==> config.mk <==
export PLATFORM = sky130hd
export DESIGN_NAME = keyword_brace_block_locator
export DESIGN_NICKNAME = d
export VERILOG_FILES = /design/src/hw/rtl/kbbl_pkg.sv /design/src/hw/rtl/kbbl_scan.sv /design/src/hw/rtl/kbbl_out_reg.sv /design/src/hw/rtl/keyword_brace_block_locator.sv
export SDC_FILE = /design/constraint.sdc
export NUM_CORES = 1
export LEC_CHECK = 0
export ABC_AREA = 1
export BUFFER_PORTS_ARGS = -buffer_cell sky130_fd_sc_hd__buf_4
export CORE_MARGIN = 2
export CORE_UTILIZATION = 66
export CTS_CLUSTER_DIAMETER = 150
export DETAILED_ROUTE_END_ITERATION = 10
export GPL_TIMING_DRIVEN = 0
export PLACE_DENSITY = 0.86
export SLEW_MARGIN = 20
export SYNTH_ARGS = -nofsm -noshare
export SYNTH_HDL_FRONTEND = slang
export SYNTH_SLANG_ARGS = --single-unit
==> constraint.sdc <==
create_clock -name clk_i -period 6.4 [get_ports clk_i]
set_input_delay 0.96 -clock clk_i [delete_from_list [all_inputs] [get_ports clk_i]]
set_output_delay 0.96 -clock clk_i [all_outputs]
set_load 0.005 [all_outputs]
==> src/hw/rtl/kbbl_pkg.sv <==
package kbbl_pkg;

  typedef enum logic [1:0] {
    PH_SEARCH   = 2'd0,
    PH_IN_BLOCK = 2'd1,
    PH_CLOSED   = 2'd2,
    PH_OVERFLOW = 2'd3
  } scan_phase_e;

  typedef enum logic [2:0] {
    KW_IDLE = 3'd0,
    KW_C    = 3'd1,
    KW_CO   = 3'd2,
    KW_COD  = 3'd3,
    KW_CODE = 3'd4,
    KW_WAIT = 3'd5
  } kw_progress_e;

  typedef enum logic [1:0] {
    ST_FOUND        = 2'd0,
    ST_NO_BLOCK     = 2'd1,
    ST_UNTERMINATED = 2'd2,
    ST_TOO_DEEP     = 2'd3
  } scan_status_e;

  localparam int unsigned FieldBits = 16;

  localparam logic [7:0] ChLBrace    = 8'h7B;
  localparam logic [7:0] ChRBrace    = 8'h7D;
  localparam logic [7:0] ChHash      = 8'h23;
  localparam logic [7:0] ChQuote     = 8'h22;
  localparam logic [7:0] ChBackslash = 8'h5C;
  localparam logic [7:0] ChNewline   = 8'h0A;
  localparam logic [7:0] ChUnder     = 8'h5F;
  localparam logic [7:0] ChDash      = 8'h2D;
  localparam logic [7:0] ChSpace     = 8'h20;
  localparam logic [7:0] ChUpperC    = 8'h43;
  localparam logic [7:0] ChUpperO    = 8'h4F;
  localparam logic [7:0] ChUpperD    = 8'h44;
  localparam logic [7:0] ChUpperE    = 8'h45;

  typedef struct packed {
    scan_status_e          status;
    logic [FieldBits-1:0]  block_start;
    logic [FieldBits-1:0]  block_end;
  } scan_result_t;

  function automatic logic is_ident(input logic [7:0] c);
    is_ident = (c >= 8'h30 && c <= 8'h39) || (c >= 8'h41 && c <= 8'h5A) ||
               (c >= 8'h61 && c <= 8'h7A) || c == ChUnder || c == ChDash;
  endfunction

  function automatic logic is_space(input logic [7:0] c);
    is_space = (c == ChSpace) || (c >= 8'h09 && c <= 8'h0D);
  endfunction

endpackage

==> src/hw/rtl/kbbl_scan.sv <==
module kbbl_scan #(
  parameter int unsigned OFFSET_BITS = 16,
  parameter int unsigned DEPTH_BITS  = 16
) (
  input  logic                  clk_i,
  input  logic                  rst_ni,
  input  logic                  step_i,
  input  logic [7:0]            text_byte_i,
  input  logic                  last_byte_i,
  output kbbl_pkg::scan_result_t result_o
);
  import kbbl_pkg::*;

  localparam logic [OFFSET_BITS-1:0] OffsetMax = {OFFSET_BITS{1'b1}};
  localparam logic [DEPTH_BITS-1:0]  DepthMax  = {DEPTH_BITS{1'b1}};

  scan_phase_e             phase_q, phase_d;
  kw_progress_e            kw_q, kw_d;
  logic                    comment_q, comment_d;
  logic                    string_q, string_d;
  logic                    escape_q, escape_d;
  logic                    prev_ident_q, prev_ident_d;
  logic                    overflow_q, overflow_d;
  logic [OFFSET_BITS-1:0]  offset_q, offset_d;
  logic [OFFSET_BITS-1:0]  start_q, start_d;
  logic [OFFSET_BITS-1:0]  end_q, end_d;
  logic [DEPTH_BITS-1:0]   depth_q, depth_d;

  logic                    ident, space, do_plain, do_open, kw_hit;
  logic [7:0]              kw_expect;
  logic [OFFSET_BITS-1:0]  offset_inc;
  logic [DEPTH_BITS-1:0]   depth_dec;
  logic [31:0]             start_ext, end_ext;

  assign ident      = is_ident(text_byte_i);
  assign space      = is_space(text_byte_i);
  assign offset_inc = (offset_q == OffsetMax) ? offset_q : offset_q + OFFSET_BITS'(1);
  assign depth_dec  = (depth_q != '0) ? depth_q - DEPTH_BITS'(1) : depth_q;

  always_comb begin
    unique case (kw_q)
      KW_C:    kw_expect = ChUpperO;
      KW_CO:   kw_expect = ChUpperD;
      default: kw_expect = ChUpperE;
    endcase
  end

  assign kw_hit = (text_byte_i == kw_expect);

  // next state
  always_comb begin
    phase_d      = phase_q;
    kw_d         = kw_q;
    comment_d    = comment_q;
    string_d     = string_q;
    escape_d     = escape_q;
    prev_ident_d = prev_ident_q;
    overflow_d   = overflow_q;
    start_d      = start_q;
    end_d        = end_q;
    depth_d      = depth_q;
    do_plain     = 1'b0;
    do_open      = 1'b0;

    unique case (phase_q)
      PH_SEARCH: begin
        unique case (kw_q)
          KW_C, KW_CO, KW_COD: begin
            if (kw_hit) begin
              kw_d = kw_progress_e'(kw_q + 3'd1);
            end else begin
              kw_d     = KW_IDLE;
              do_plain = 1'b1;
            end
          end
          KW_CODE: begin
            priority if (ident) kw_d = KW_IDLE;
            else if (text_byte_i == ChLBrace) do_open = 1'b1;
            else if (space) kw_d = KW_WAIT;
            else begin
              kw_d     = KW_IDLE;
              do_plain = 1'b1;
            end
          end
          KW_WAIT: begin
            if (text_byte_i == ChLBrace) begin
              do_open = 1'b1;
            end else if (!space) begin
              kw_d     = KW_IDLE;
              do_plain = 1'b1;
            end
          end
          default: begin
            kw_d     = KW_IDLE;
            do_plain = 1'b1;
          end
        endcase

        if (do_plain) begin
          if (comment_q) begin
            if (text_byte_i == ChNewline) comment_d = 1'b0;
          end else if (string_q) begin
            if (escape_q) escape_d = 1'b0;
            else if (text_byte_i == ChBackslash) escape_d = 1'b1;
            else if (text_byte_i == ChQuote) string_d = 1'b0;
          end else if (text_byte_i == ChQuote) begin
            string_d = 1'b1;
          end else if (text_byte_i == ChHash) begin
            comment_d = 1'b1;
          end else if (text_byte_i == ChUpperC && !prev_ident_q) begin
            kw_d = KW_C;
          end
        end

        if (do_open) begin
          phase_d  = PH_IN_BLOCK;
          start_d  = offset_inc;
          depth_d  = DEPTH_BITS'(1);
          string_d = 1'b0;
          escape_d = 1'b0;
          kw_d     = KW_IDLE;
        end

        prev_ident_d = ident;
      end
      PH_IN_BLOCK: begin
        if (string_q) begin
          if (escape_q) escape_d = 1'b0;
          else if (text_byte_i == ChBackslash) escape_d = 1'b1;
          else if (text_byte_i == ChQuote) string_d = 1'b0;
        end else if (text_byte_i == ChQuote) begin
          string_d = 1'b1;
        end else if (text_byte_i == ChLBrace) begin
          if (depth_q == DepthMax) begin
            overflow_d = 1'b1;
            phase_d    = PH_OVERFLOW;
          end else begin
            depth_d = depth_q + DEPTH_BITS'(1);
          end
        end else if (text_byte_i == ChRBrace) begin
          depth_d = depth_dec;
          if (depth_dec == '0) begin
            end_d   = offset_q;
            phase_d = PH_CLOSED;
          end
        end
      end
      default: ;
    endcase

    offset_d = offset_inc;
  end

  // result for the current beat, valid when it carries the last byte
  assign start_ext = 32'(start_d);
  assign end_ext   = 32'(end_d);

  always_comb begin
    result_o.block_start = '0;
    result_o.block_end   = '0;
    unique case (phase_d)
      PH_SEARCH: result_o.status = ST_NO_BLOCK;
      PH_CLOSED: begin
        result_o.status      = ST_FOUND;
        result_o.block_start = start_ext[FieldBits-1:0];
        result_o.block_end   = end_ext[FieldBits-1:0];
      end
      default: begin
        result_o.status      = overflow_d ? ST_TOO_DEEP : ST_UNTERMINATED;
        result_o.block_start = start_ext[FieldBits-1:0];
      end
    endcase
  end

  always_ff @(posedge clk_i or negedge rst_ni) begin
    if (!rst_ni) begin
      phase_q      <= PH_SEARCH;
      kw_q         <= KW_IDLE;
      comment_q    <= 1'b0;
      string_q     <= 1'b0;
      escape_q     <= 1'b0;
      prev_ident_q <= 1'b0;
      overflow_q   <= 1'b0;
      offset_q     <= '0;
      start_q      <= '0;
      end_q        <= '0;
      depth_q      <= '0;
    end else if (step_i) begin
      if (last_byte_i) begin
        // start over for the next text
        phase_q      <= PH_SEARCH;
        kw_q         <= KW_IDLE;
        comment_q    <= 1'b0;
        string_q     <= 1'b0;
        escape_q     <= 1'b0;
        prev_ident_q <= 1'b0;
        overflow_q   <= 1'b0;
        offset_q     <= '0;
        start_q      <= '0;
        end_q        <= '0;
        depth_q      <= '0;
      end else begin
        phase_q      <= phase_d;
        kw_q         <= kw_d;
        comment_q    <= comment_d;
        string_q     <= string_d;
        escape_q     <= escape_d;
        prev_ident_q <= prev_ident_d;
        overflow_q   <= overflow_d;
        offset_q     <= offset_d;
        start_q      <= start_d;
        end_q        <= end_d;
        depth_q      <= depth_d;
      end
    end
  end

endmodule

==> src/hw/rtl/kbbl_out_reg.sv <==
module kbbl_out_reg (
  input  logic                   clk_i,
  input  logic                   rst_ni,
  input  logic                   load_i,
  input  kbbl_pkg::scan_result_t result_i,
  output logic                   out_valid_o,
  input  logic                   out_stall_i,
  output logic [1:0]             scan_status_o,
  output logic [15:0]            block_start_o,
  output logic [15:0]            block_end_o
);
  import kbbl_pkg::*;

  logic         valid_q, valid_d;
  scan_result_t res_q;

  always_comb begin
    valid_d = valid_q;
    if (load_i) valid_d = 1'b1;
    else if (!out_stall_i) valid_d = 1'b0;
  end

  always_ff @(posedge clk_i or negedge rst_ni) begin
    if (!rst_ni) begin
      valid_q <= 1'b0;
    end else begin
      valid_q <= valid_d;
    end
  end

  always_ff @(posedge clk_i) begin
    if (load_i) res_q <= result_i;
  end

  assign out_valid_o   = valid_q;
  assign scan_status_o = res_q.status;
  assign block_start_o = res_q.block_start;
  assign block_end_o   = res_q.block_end;

endmodule

==> src/hw/rtl/keyword_brace_block_locator.sv <==
// A last byte is held in the input register, then passes through the scan logic
//   into the result register, which presents the result.
// Throughput: one byte per cycle; a last byte waits only while a stalled result is held.
// Reset clears the scan state and both valid flags; after each last byte the
//   scan state returns to its reset value on its own.
module keyword_brace_block_locator #(
  parameter int unsigned OFFSET_BITS = 16,
  parameter int unsigned DEPTH_BITS  = 16
) (
  input  logic        clk_i,
  input  logic        rst_ni,
  input  logic        in_valid_i,
  output logic        in_stall_o,
  input  logic [7:0]  text_byte_i,
  input  logic        last_byte_i,
  output logic        out_valid_o,
  input  logic        out_stall_i,
  output logic [1:0]  scan_status_o,
  output logic [15:0] block_start_o,
  output logic [15:0] block_end_o
);
  import kbbl_pkg::*;

  logic         in_valid_q, in_valid_d;
  logic [7:0]   byte_q;
  logic         last_q;
  logic         accept, advance;
  scan_result_t result;

  // a last byte may only advance when the result register can take it
  assign advance    = in_valid_q && (!last_q || !out_valid_o || !out_stall_i);
  assign in_stall_o = in_valid_q && !advance;
  assign accept     = in_valid_i && !in_stall_o;

  always_comb begin
    in_valid_d = in_valid_q;
    if (accept) in_valid_d = 1'b1;
    else if (advance) in_valid_d = 1'b0;
  end

  always_ff @(posedge clk_i or negedge rst_ni) begin
    if (!rst_ni) begin
      in_valid_q <= 1'b0;
    end else begin
      in_valid_q <= in_valid_d;
    end
  end

  always_ff @(posedge clk_i) begin
    if (accept) begin
      byte_q <= text_byte_i;
      last_q <= last_byte_i;
    end
  end

  kbbl_scan #(
    .OFFSET_BITS(OFFSET_BITS),
    .DEPTH_BITS (DEPTH_BITS)
  ) u_scan (
    .clk_i      (clk_i),
    .rst_ni     (rst_ni),
    .step_i     (advance),
    .text_byte_i(byte_q),
    .last_byte_i(last_q),
    .result_o   (result)
  );

  kbbl_out_reg u_out_reg (
    .clk_i        (clk_i),
    .rst_ni       (rst_ni),
    .load_i       (advance && last_q),
    .result_i     (result),
    .out_valid_o  (out_valid_o),
    .out_stall_i  (out_stall_i),
    .scan_status_o(scan_status_o),
    .block_start_o(block_start_o),
    .block_end_o  (block_end_o)
  );

endmodule

==> flow_metrics.tcl, run 1 <==
set metrics [dict create \
    final_max_slew_viol_count 0 \
    synth_area_leader_cell "dfrtp_1" \
    cp.arrival_ns 3.14 \
    criticalPathCategory "flip-flop to flip-flop" \
    synth_cell_type_count 45 \
    drt_wl_total_microns 18000 \
    antenna_found_initial 0 \
    grtUsageTotal_pct 32.6 \
    dieHeight_microns 109 \
    avgSynthCellArea_sq_um 7.53 \
    clk_path_buf_depth 2 \
    cts_sinks 119 \
    fin_tns_setup_ns 0 \
    core-area_sq_mm 0.0108 \
    die_w_microns 109 \
    hold_path_class "primary input to asynchronous set/reset pin" \
    gr-total-overflow 0 \
    worstMarginPinSlew_ns 0.742 \
    synth_nets 997 \
    vias_per_cell 5.81 \
    ios 49 \
    setup_viol 0 \
    vdd_drop_max_mv 0.203 \
    placementRows 38 \
    outcome "completed" \
    syn_inst 976 \
    clock.fmax_mhz 352 \
    worstPathCellList "inv_1 > ha_1 > nand2_4 > nor2_8 > nand2_4 > buf_6 > nand3_1 > nand4_1 > nor2_2 > and2_1 > buf_6 > buf_12 > nand3_2 > nand2_1 > nor2_2" \
    numPortBuffers 48 \
    clock_latency_ns 0.54 \
    finalCriticalPeriod_ns 2.84 \
    grt_pass1_vias 6282 \
    hold_slack_ns 0.442 \
    worst-path-buf-inv 4 \
    dp_hpwl_microns 12800 \
    p_leak_uw 0.00392 \
    synth-seq-area-share_pct 43.5 \
    crit_path_top_delay_cell "dfrtp_1" \
    required_ns 6.69 \
    crit_family "simple AND/OR/NAND/NOR gates" \
    post_route_cells_drive_above_1_share_pct 14.3 \
    drtPass1Iterations 8 \
    cts_hold_repair.buffers 0 \
    cts-root-buf "clkbuf_8" \
    h-tree-depth 4 \
    drv_cap 0 \
    yosys.area.top_type_share_pct 25.9 \
    synth_area_leaders "dfrtp_1 26%, edfxtp_1 18%, nand2_1 14%, inv_1 5.6%, nand3_1 5.0%" \
    cp_max_fo 10 \
    skew_ns 0.00657 \
    post-cts-setup-buffer-count 0 \
    grt_pass1_wl_microns 30200 \
    critPathLaunchType "flip-flop" \
    drc_errors 0 \
    route.vias.total 6949 \
    ys_async_sr_fraction_pct 63.9 \
    dieArea_sq_mm 0.0120 \
    ys.flop_type "dfrtp_1" \
    wl_per_cell_microns 15.1 \
    grt_max_degree 77 \
    ant_nets 0 \
    antenna_cells 0 \
    yosysWarnings 0 \
    area_delta_synth_final_pct 14.5 \
    max_stage_delay_ns 0.43 \
    initial_utilization_pct 67.8 \
    numCtsBuffers 17 \
    p_total_uw 1930 \
    hold_viol_final 0 \
    clk_pin_slew_worst_paths_ns 0.06 \
    slew_headroom_pct 50.5 \
    power_density_mw_per_mm2 230 \
    rsz0062_at_grt "false" \
    period_share_pct 44.4 \
    final_common_cell "nand2_1" \
    synth_area_sq_mm 0.00734 \
    drt_first_iter_violations 745 \
    cts_tree "built" \
    reg2reg_depth 15 \
    ys_seq_elements 119 \
    ctsResizeCount 0 \
    synth-edff-count 43 \
    stdcell_count 1196 \
    dp.cells 1164 \
    path_depth 15 \
    endpoint_kind "flip-flop" \
    final_cell_mix "277 x nand2_1, 109 x inv_1, 92 x nor2_1" \
    place.gp.congestion 0.951 \
    nets 1064 \
]
[power by group]
| part | internal, uW | switching [uW] |
|---|---|---|
| clock network | 509 | 352 |
| logic | 77.4 | 170 |
| registers | 810 | 15.6 |
| total | 1400 | 537 |
[per-stage QoR]
step                instance area (sq um)  util [%]  worst slack (ns)
finish                               8410      77.6              3.56
detailed placement                   7880      72.7              3.53
global placement                     7880      72.7              3.15
floorplan                            7340         -              3.83
global route                         8410      77.6              3.39
CTS                                  8410      77.6              3.56
[routing by layer]
layer  global-route usage [%]  part of all wire [%]
met2                     48.1                    45
met5                        0                     0
met4                     14.0                   2.3
met3                     6.64                   8.3
met1                     47.0                    44
[worst register-to-register path, stage by stage (launching register included)]
cell	delay, ns
dfrtp_1	0.43
inv_1	0.14
ha_1	0.31
nand2_4	0.15
nor2_8	0.15
nand2_4	0.08
buf_6	0.15
nand3_1	0.16
nand4_1	0.18
nor2_2	0.19
and2_1	0.16
buf_6	0.13
buf_12	0.13
nand3_2	0.08
nand2_1	0.11
nor2_2	0.05
[area by class of cell]
class,count,area [sq um]
flip-flops and latches,119,3190
fillers,794,2430
plain buffers,36,206
clock inverters,14,110
inverters,114,428
clock buffers,18,418
repair buffers,48,364
multi-input cells,707,3520
well taps,140,175
[final timing paths]
kind	from	end	slack, ns
min in group clk_i	u_scan.end_q[6]	u_scan.end_q[6]	0.48
min reg2reg	u_scan.end_q[6]	u_scan.end_q[6]	0.48
max reg2reg	u_scan.depth_q[0]	u_out_reg.block_end_o[8]	3.56
max	u_scan.depth_q[0]	u_out_reg.block_end_o[8]	3.56
min	rst_ni	u_scan.depth_q[6]	0.44
max in group asynchronous	rst_ni	u_scan.end_q[3]	5.45
[state kept, by name, indices dropped and copies added (netlist names), 2 cells and up]
name / flops
u_scan.kw_q: 3
u_scan.start_q: 16
u_scan.phase_q: 2
u_scan.offset_q: 16
u_out_reg.block_end_o: 16
u_out_reg.scan_status_o: 2
u_scan.depth_q: 16
byte_q: 8
u_out_reg.block_start_o: 16
u_scan.end_q: 16
[cell families after synthesis]
| group | share of synthesized area [%] |
|---|---|
| simple gates | 33.3 |
| flops | 43.5 |
| compound gates | 10.8 |
| buf+inv | 8.64 |
| xor+xnor | 2.39 |
| fa+ha+maj | 1.36 |
[cell usage after synthesis (3+ instances only)]
master    number
nand2_1      277
inv_1        110
nor2_1        92
dfrtp_1       76
nand3_1       74
o21ai_0       74
edfxtp_1      43
a21oi_1       27
nor2_2        21
xor2_1        20
clkbuf_1      19
nand4_1       19
nor3_1        16
o22ai_1       16
nand3_2       11
buf_2          8
ha_1           8
nor2_4         6
o211ai_1       6
buf_6          5
or2_2          5
nand2_2        4
a211oi_1       3
inv_2          3
nand2_4        3
nor4_1         3
o21ai_1        3
No activity file was read; power rests on OpenSTA's default activity.
==> inputs of run 2 (changes only) <==
--- a/config.mk
+++ b/config.mk
@@ -8,11 +8,11 @@
 export ABC_AREA = 1
 export BUFFER_PORTS_ARGS = -buffer_cell sky130_fd_sc_hd__buf_4
 export CORE_MARGIN = 2
-export CORE_UTILIZATION = 66
+export CORE_UTILIZATION = 55
 export CTS_CLUSTER_DIAMETER = 150
 export DETAILED_ROUTE_END_ITERATION = 10
 export GPL_TIMING_DRIVEN = 0
-export PLACE_DENSITY = 0.86
+export PLACE_DENSITY = 0.76
 export SLEW_MARGIN = 20
 export SYNTH_ARGS = -nofsm -noshare
 export SYNTH_HDL_FRONTEND = slang
==> constraint.sdc (replaced) <==
create_clock -name clk_i -period 2.3 [get_ports clk_i]
set_input_delay 0.345 -clock clk_i [delete_from_list [all_inputs] [get_ports clk_i]]
set_output_delay 0.345 -clock clk_i [all_outputs]
set_load 0.005 [all_outputs]
==> flow_metrics.tcl, run 2 (synthesis results as in run 1) <==
set metrics [dict create \
    vias_per_cell 5.68 \
    antenna_cells 0 \
    hold_path_class "primary input to asynchronous set/reset pin" \
    regArea_sq_mm 0.00320 \
    ios 49 \
    grt_pass1_wl_microns 32700 \
    hold_viol_final 73 \
    cp.arrival_ns 2.85 \
    numPortBuffers 48 \
    critPathLaunchType "flip-flop" \
    grtUsageTotal_pct 29.3 \
    p_sw_uw 1630 \
    p_clk_share_pct 43.5 \
    p_comb_share_pct 17.0 \
    drv_cap 0 \
    r2r-start "u_scan.depth_q[1]" \
    clk_pin_slew_worst_paths_ns 0.06 \
    final_max_slew_viol_count 0 \
    endpoint_kind "flip-flop" \
    reg2reg_depth 17 \
    p_leak_uw 0.00433 \
    drt_wl_total_microns 21300 \
    post_route_cells_drive_above_1_share_pct 26.1 \
    dieHeight_microns 120 \
    worstPathCellList "inv_4 > ha_4 > nand2_8 > nor2_4 > nand2_4 > nand2_4 > nand2_4 > nor2_4 > nand3_2 > nor2_4 > buf_6 > nand3_4 > nand2_4 > nand3_4 > buf_12 > buf_6 > nor2_2" \
    clk_path_buf_depth 2 \
    drt_first_iter_violations 800 \
    period_share_pct 111 \
    stdcell_count 1285 \
    core-area_sq_mm 0.0131 \
    power_density_mw_per_mm2 611 \
    initial_utilization_pct 55.9 \
    grt_max_degree 77 \
    setup_viol 35 \
    dp.cells 1200 \
    drc_errors 0 \
    layout_setup_ws_ns -0.251 \
    crit_family "simple AND/OR/NAND/NOR gates" \
    gr-total-overflow 0 \
    cpMostUsedCell "nand2_4" \
    ant_nets 0 \
    dp_hpwl_microns 13300 \
    crit_path_top_delay_cell "dfrtp_2" \
    cp-startpoint "u_scan.depth_q[1]" \
    r2r_slack_ns -0.25 \
    internal_power_uw 4200 \
    skew_ns 0.0120 \
    max_stage_delay_ns 0.44 \
    fillers 1008 \
    path_depth 17 \
    dieArea_sq_mm 0.0143 \
    numCtsBuffers 17 \
    place.gp.congestion 0.944 \
    worst-path-buf-inv 4 \
    multi_input_comb_area_sq_mm 0.00402 \
    route.vias.total 7303 \
    outcome "finished, violations left" \
    final_common_cell "nand2_1" \
    vdd_drop_max_mv 0.517 \
    antenna_found_initial 0 \
    cp-endpoint "u_out_reg.block_end_o[11]" \
    final_cell_mix "247 x nand2_1, 102 x inv_1, 97 x buf_4" \
    criticalPathCategory "flip-flop to flip-flop" \
    grt_pass1_vias 6734 \
    seqPwrFrac_pct 39.4 \
    clock.fmax_mhz 392 \
    p_sw_share_pct 28.0 \
    cts-root-buf "clkbuf_16" \
    worstMarginPinSlew_ns 0.745 \
    violations "hold timing, setup timing" \
    wl_per_cell_microns 16.5 \
    rr_endpoint "u_out_reg.block_end_o[11]" \
    finalCriticalPeriod_ns 2.55 \
    cp_max_fo 8 \
    area_delta_synth_final_pct 30.1 \
    slew_headroom_pct 50.4 \
    required_ns 2.60 \
    nets 1117 \
    clock_latency_ns 0.43 \
    cts_tree "built" \
    placementRows 42 \
    rsz0062_at_grt "true" \
    cts_sinks 119 \
    hold_slack_ns -0.0362 \
    die_w_microns 120 \
    dp_slack_ns -0.390 \
    drtPass1Iterations 6 \
    h-tree-depth 4 \
]
run 2: layer usage:
| metal | wire, microns | up-vias | GRT usage [%] |
|---|---|---|---|
| li1 | - | 3451 | - |
| met1 | 8370 | 3414 | 37.3 |
| met2 | 10300 | 351 | 47.1 |
| met3 | 1650 | 87 | 7.03 |
| met4 | 953 | 0 | 14.0 |
| met5 | 0 | - | 0 |
run 2: stage by stage:
stage / utilization, % / instance area [sq um] / power (uW) / setup TNS (ns)
after floorplan: - / 7360 / 2800 / 0
after global placement: 60.4 / 7940 / 3010 / -34.22
after detailed placement: 60.4 / 7940 / 3020 / -20.56
after CTS: 69.4 / 9120 / 5670 / -2.34
after global routing: 72.7 / 9550 / 6030 / -12.06
final: 72.7 / 9550 / 5830 / -5.63
run 2: repair_timing:
action                     4_1_cts  5_1_grt
cloned                           2        1
hold buffers                     0        0
setup endpoints to repair      112       85
setup buffers                   27       28
pin swaps                       39       38
hold endpoints to repair         0        0
gates resized for setup         98       83
run 2: worst register-to-register path: cells and delay by family, from the launching register on:
kind | cells | cell delay, ns
adders and majority gates | 1 | 0.17
buffers and inverters | 4 | 0.50
DFF | 1 | 0.44
and+or+nand+nor | 12 | 1.33
run 2: power by group through the flow:
stage / Sequential [uW] / Clock (uW) / Combinational (uW)
6_report: 2300 / 2540 / 993
5_1_grt: 2310 / 2650 / 1070
4_1_cts: 2300 / 2540 / 824
3_5_place_dp: 2340 / 0 / 683
3_3_place_gp: 2330 / 0 / 675
2_1_floorplan: 2330 / 0 / 467
run 2: area by class of cell:
class                   count  area share (%)
well taps                 176            2.30
flip-flops and latches    119            33.5
repair buffers            105            9.44
multi-input cells         707            42.1
plain buffers              32            2.28
inverters                 114            4.66
clock buffers              20            4.57
clock inverters            12            1.15
run 2: how the worst min path moves through the flow:
stage / start / end / slack, ns / cells after the start
after global placement: u_scan.end_q[6] / u_scan.end_q[6] / 0.46 / 2
after floorplan: rst_ni / in_valid_q / 0.05 / 0
final: rst_ni / u_scan.start_q[12] / -0.04 / 1
after detailed placement: u_scan.end_q[1] / u_scan.end_q[1] / 0.47 / 2
after CTS: text_byte_i[2] / byte_q[2] / 0.08 / 1
after global routing: rst_ni / u_scan.start_q[13] / 0.004 / 1
